===== config.mk =====
export PLATFORM = sky130hd
export DESIGN_NAME = akfe_mul
export DESIGN_NICKNAME = d
export VERILOG_FILES = /design/src/rtl/core/akfe_mul.sv
export SDC_FILE = /design/constraint.sdc
export NUM_CORES = 2
export LEC_CHECK = 0
export BUFFER_PORTS_ARGS = -buffer_cell sky130_fd_sc_hd__buf_2
export CORE_MARGIN = 1.5
export CORE_UTILIZATION = 50
export DETAILED_ROUTE_END_ITERATION = 12
export PLACE_DENSITY = 0.8
export SYNTH_ARGS = -nofsm -noshare
export SYNTH_HDL_FRONTEND = slang
export SYNTH_SLANG_ARGS = --single-unit

===== constraint.sdc =====
create_clock -name clock -period 8.2 [get_ports clock]
set_input_delay 1.64 -clock clock [delete_from_list [all_inputs] [get_ports clock]]
set_output_delay 1.64 -clock clock [all_outputs]
set_load 0.01 [all_outputs]

===== src/rtl/core/akfe_mul.sv =====
// ----------------------------------------------------------------------------
// akfe_mul: shared signed multiplier with a registered product
// one 33x33 signed multiply per cycle, product available the next cycle
// ----------------------------------------------------------------------------
module akfe_mul (
   input  logic                clock,
   input  logic signed [32:0]  a,
   input  logic signed [32:0]  b,
   output logic signed [65:0]  p
);
   logic signed [65:0] p_ff;

   always_ff @(posedge clock) begin
      p_ff <= a * b;
   end

   assign p = p_ff;
endmodule


==> impl_metrics.yaml <==
outcome:
  status: "complete, but fails checks"
  failed_checks: "setup timing"
synth:
  ys_top_cells_by_area: "fa_1, inv_1, and2_1"
  synth.avg_cell_area_sq_um: 9.39
  synth_edf_count: 0
  yosys.area.top_type: "fa_1"
  synth_cell_types: 80
  yosysWarnings: 0
  synth_fp_nets: 5767
  yosysSeqAreaShare_pct: 3.24
  ys.flop_type: "dfxtp_1"
  synthArstFlopShare_pct: 0
  synth_top_area_share_pct: 56.3
  synthCells: 4338
  ys_ff_latch: 66
  synth_area_sq_um: 40700
die:
  fp.dieW_um: 288
  coreArea_sq_um: 80500
  rows: 104
  initial_core_util_pct: 50.6
  die_h_um: 288
  die_area_sq_um: 83200
  ioPinCount: 133
timing:
  setup-violations-final: 2
  max_slew_margin_pct: 51.5
  rsz0062_at_grt: "yes"
  hold_viol: 0
  hold_ws_ns: 1.72
  slew_viol_final: 0
  fin_ws_ns: -0.0189
  post-route-period-util_pct: 100
  tightest_slew_ns: 0.728
  fmax_ghz: 0.122
  layout_min_cycle_time_ns: 8.22
place:
  placedCellCount: 5747
  port_buffers: 132
  routabilityCongestion: 0.929
  hpwl_um: 93700
clock_network:
  cts_sinks: 66
  cts-root-buf: "clkbuf_16"
  cts_tree: "yes"
  ctsHoldBuffers: 0
  cts-buffers-inserted: 9
  clk_path_buf_depth: 2
  h-tree-depth: 3
  cts.clk_slew.worst_paths_ns: 0.08
critical_path:
  crit_slowest_cell: "fa_1"
  start_kind: "input pin"
  critPathKind: "input pin to flip-flop"
  cpMostUsedCell: "fa_1"
  slowest_delay_ns: 0.56
  critPathCaptureType: "flip-flop"
  crit_fanout: 18
  cp.required_ns: 8.48
  crit_path_start: "b[2]"
  crit_arrival_ns: 8.50
global_route:
  grt.total_usage_pct: 27.4
  grt-ovfl-total: 0
  grt_pass1_wl_um: 176000
  antenna_found_initial: 2
  grt_start_max_net_pins: 34
  grt_pass1_vias: 34400
min_path:
  hold_path.startpoint: "b[0]"
  hp-class: "input pin to flip-flop"
routing:
  vias_per_cell: 5.33
  initialDrtViolationCount: 2089
  wl_um: 113000
  firstDrtPassIters: 6
  route.detailed.drc: 0
  vias: 31000
  ant_nets: 0
  wl_per_cell_um: 19.5
cells_and_area:
  syn2layout_area_growth_pct: 19.1
  post-route-util_pct: 60.2
  layout.cells.non_filler: 5827
  final.fill_count: 6243
  layout.nets: 6189
  largest_reg_flops: 66
  final_common_cell: "inv_1"
  drive_gt1_share_pct: 19.2
  layout_common_cells: "inv_1, fa_1, and2_1, nand2_1, buf_4"
flow_run:
  maxCapViolations: 0
layer usage:
metal / vias up / global-route usage (%) / share of wire [%]
met4: 0 / 17.1 / 7.1
met1: 16100 / 32.1 / 35
met5: - / 0 / 0
met2: 1336 / 47.8 / 51
li1: 13200 / - / -
met3: 417 / 3.36 / 6.8
cell families (layout without fill, tap and decap cells):
family | after synthesis | count (layout) | synth area share (%)
AO/OA/AOI/OAI | 219 | 219 | 4.07
XOR/XNOR | 68 | 68 | 1.46
adder cells (fa/ha/maj) | 1362 | 1362 | 62.9
buffers and inverters | 1352 | 1779 | 12.5
flip-flops | 66 | 66 | 3.24
other | 0 | 2 | 0
AND/OR/NAND/NOR | 1271 | 1271 | 15.8
synthesized netlist by cell type (3+ instances only):
library cell and number:
fa_1 1145, inv_1 1131, and2_1 562, nand2_1 551
ha_1 217, clkbuf_1 208, nor2_1 68, dfxtp_1 66
a21oi_1 57, xnor2_1 43, a21o_1 36, nand3_1 25
o21ai_0 25, xor2_1 25, nand2b_1 12, buf_2 11
nand4_1 11, o21bai_1 11, a31oi_1 8, a211oi_1 7
nor3_1 7, a211o_1 6, o21a_1 6, o21ai_1 6
and3_1 5, and4_1 5, nor2b_1 5, o211ai_1 4
a211oi_2 3, a21oi_2 3, o31ai_4 3, or2_2 3
or3_1 3
metrics by stage:
stage          area (sq um)  worst slack [ns]   TNS (ns)
6_report              48500           -0.0189    -0.0234
5_1_grt               48500            -0.191      -1.65
4_1_cts               46800           -0.0188    -0.0524
3_5_place_dp          45700             -1.12     -26.24
3_3_place_gp          45700            -0.914     -21.65
2_1_floorplan         40900         -0.000204  -0.000204
what timing repair did:
item,in CTS,in global routing
pin swaps,74,182
cloned,0,12
buffers inserted,15,38
endpoints found under the setup margin,35,35
resized for setup,169,300
layout make-up:
class                   count  area (sq um)  area share [%]
diodes                      2          5.00          0.0103
clock buffers               9           225           0.464
clock inverters             7          75.1           0.155
inverters                1131          4250            8.76
multi-input cells        2920         35500            73.1
flip-flops and latches     66          1320            2.72
well taps                1060          1330            2.73
repair buffers            632          5840            12.0
path summary, 6_finish.rpt:
check	slack, ns	endpoint	cells past startpoint
setup / recovery	-0.02	p[58]	26
hold / removal	1.72	p[0]	3
critical path: cells and delay by family:
kind	cells	cell delay, ns
adder cells (fa/ha/maj)	9	4.27
AO/OA/AOI/OAI	7	1.46
buffers and inverters	8	0.64
AND/OR/NAND/NOR	2	0.47
Power is not shown: default switching activity piles up to over one toggle a cycle in this logic, so the estimate is an artifact.
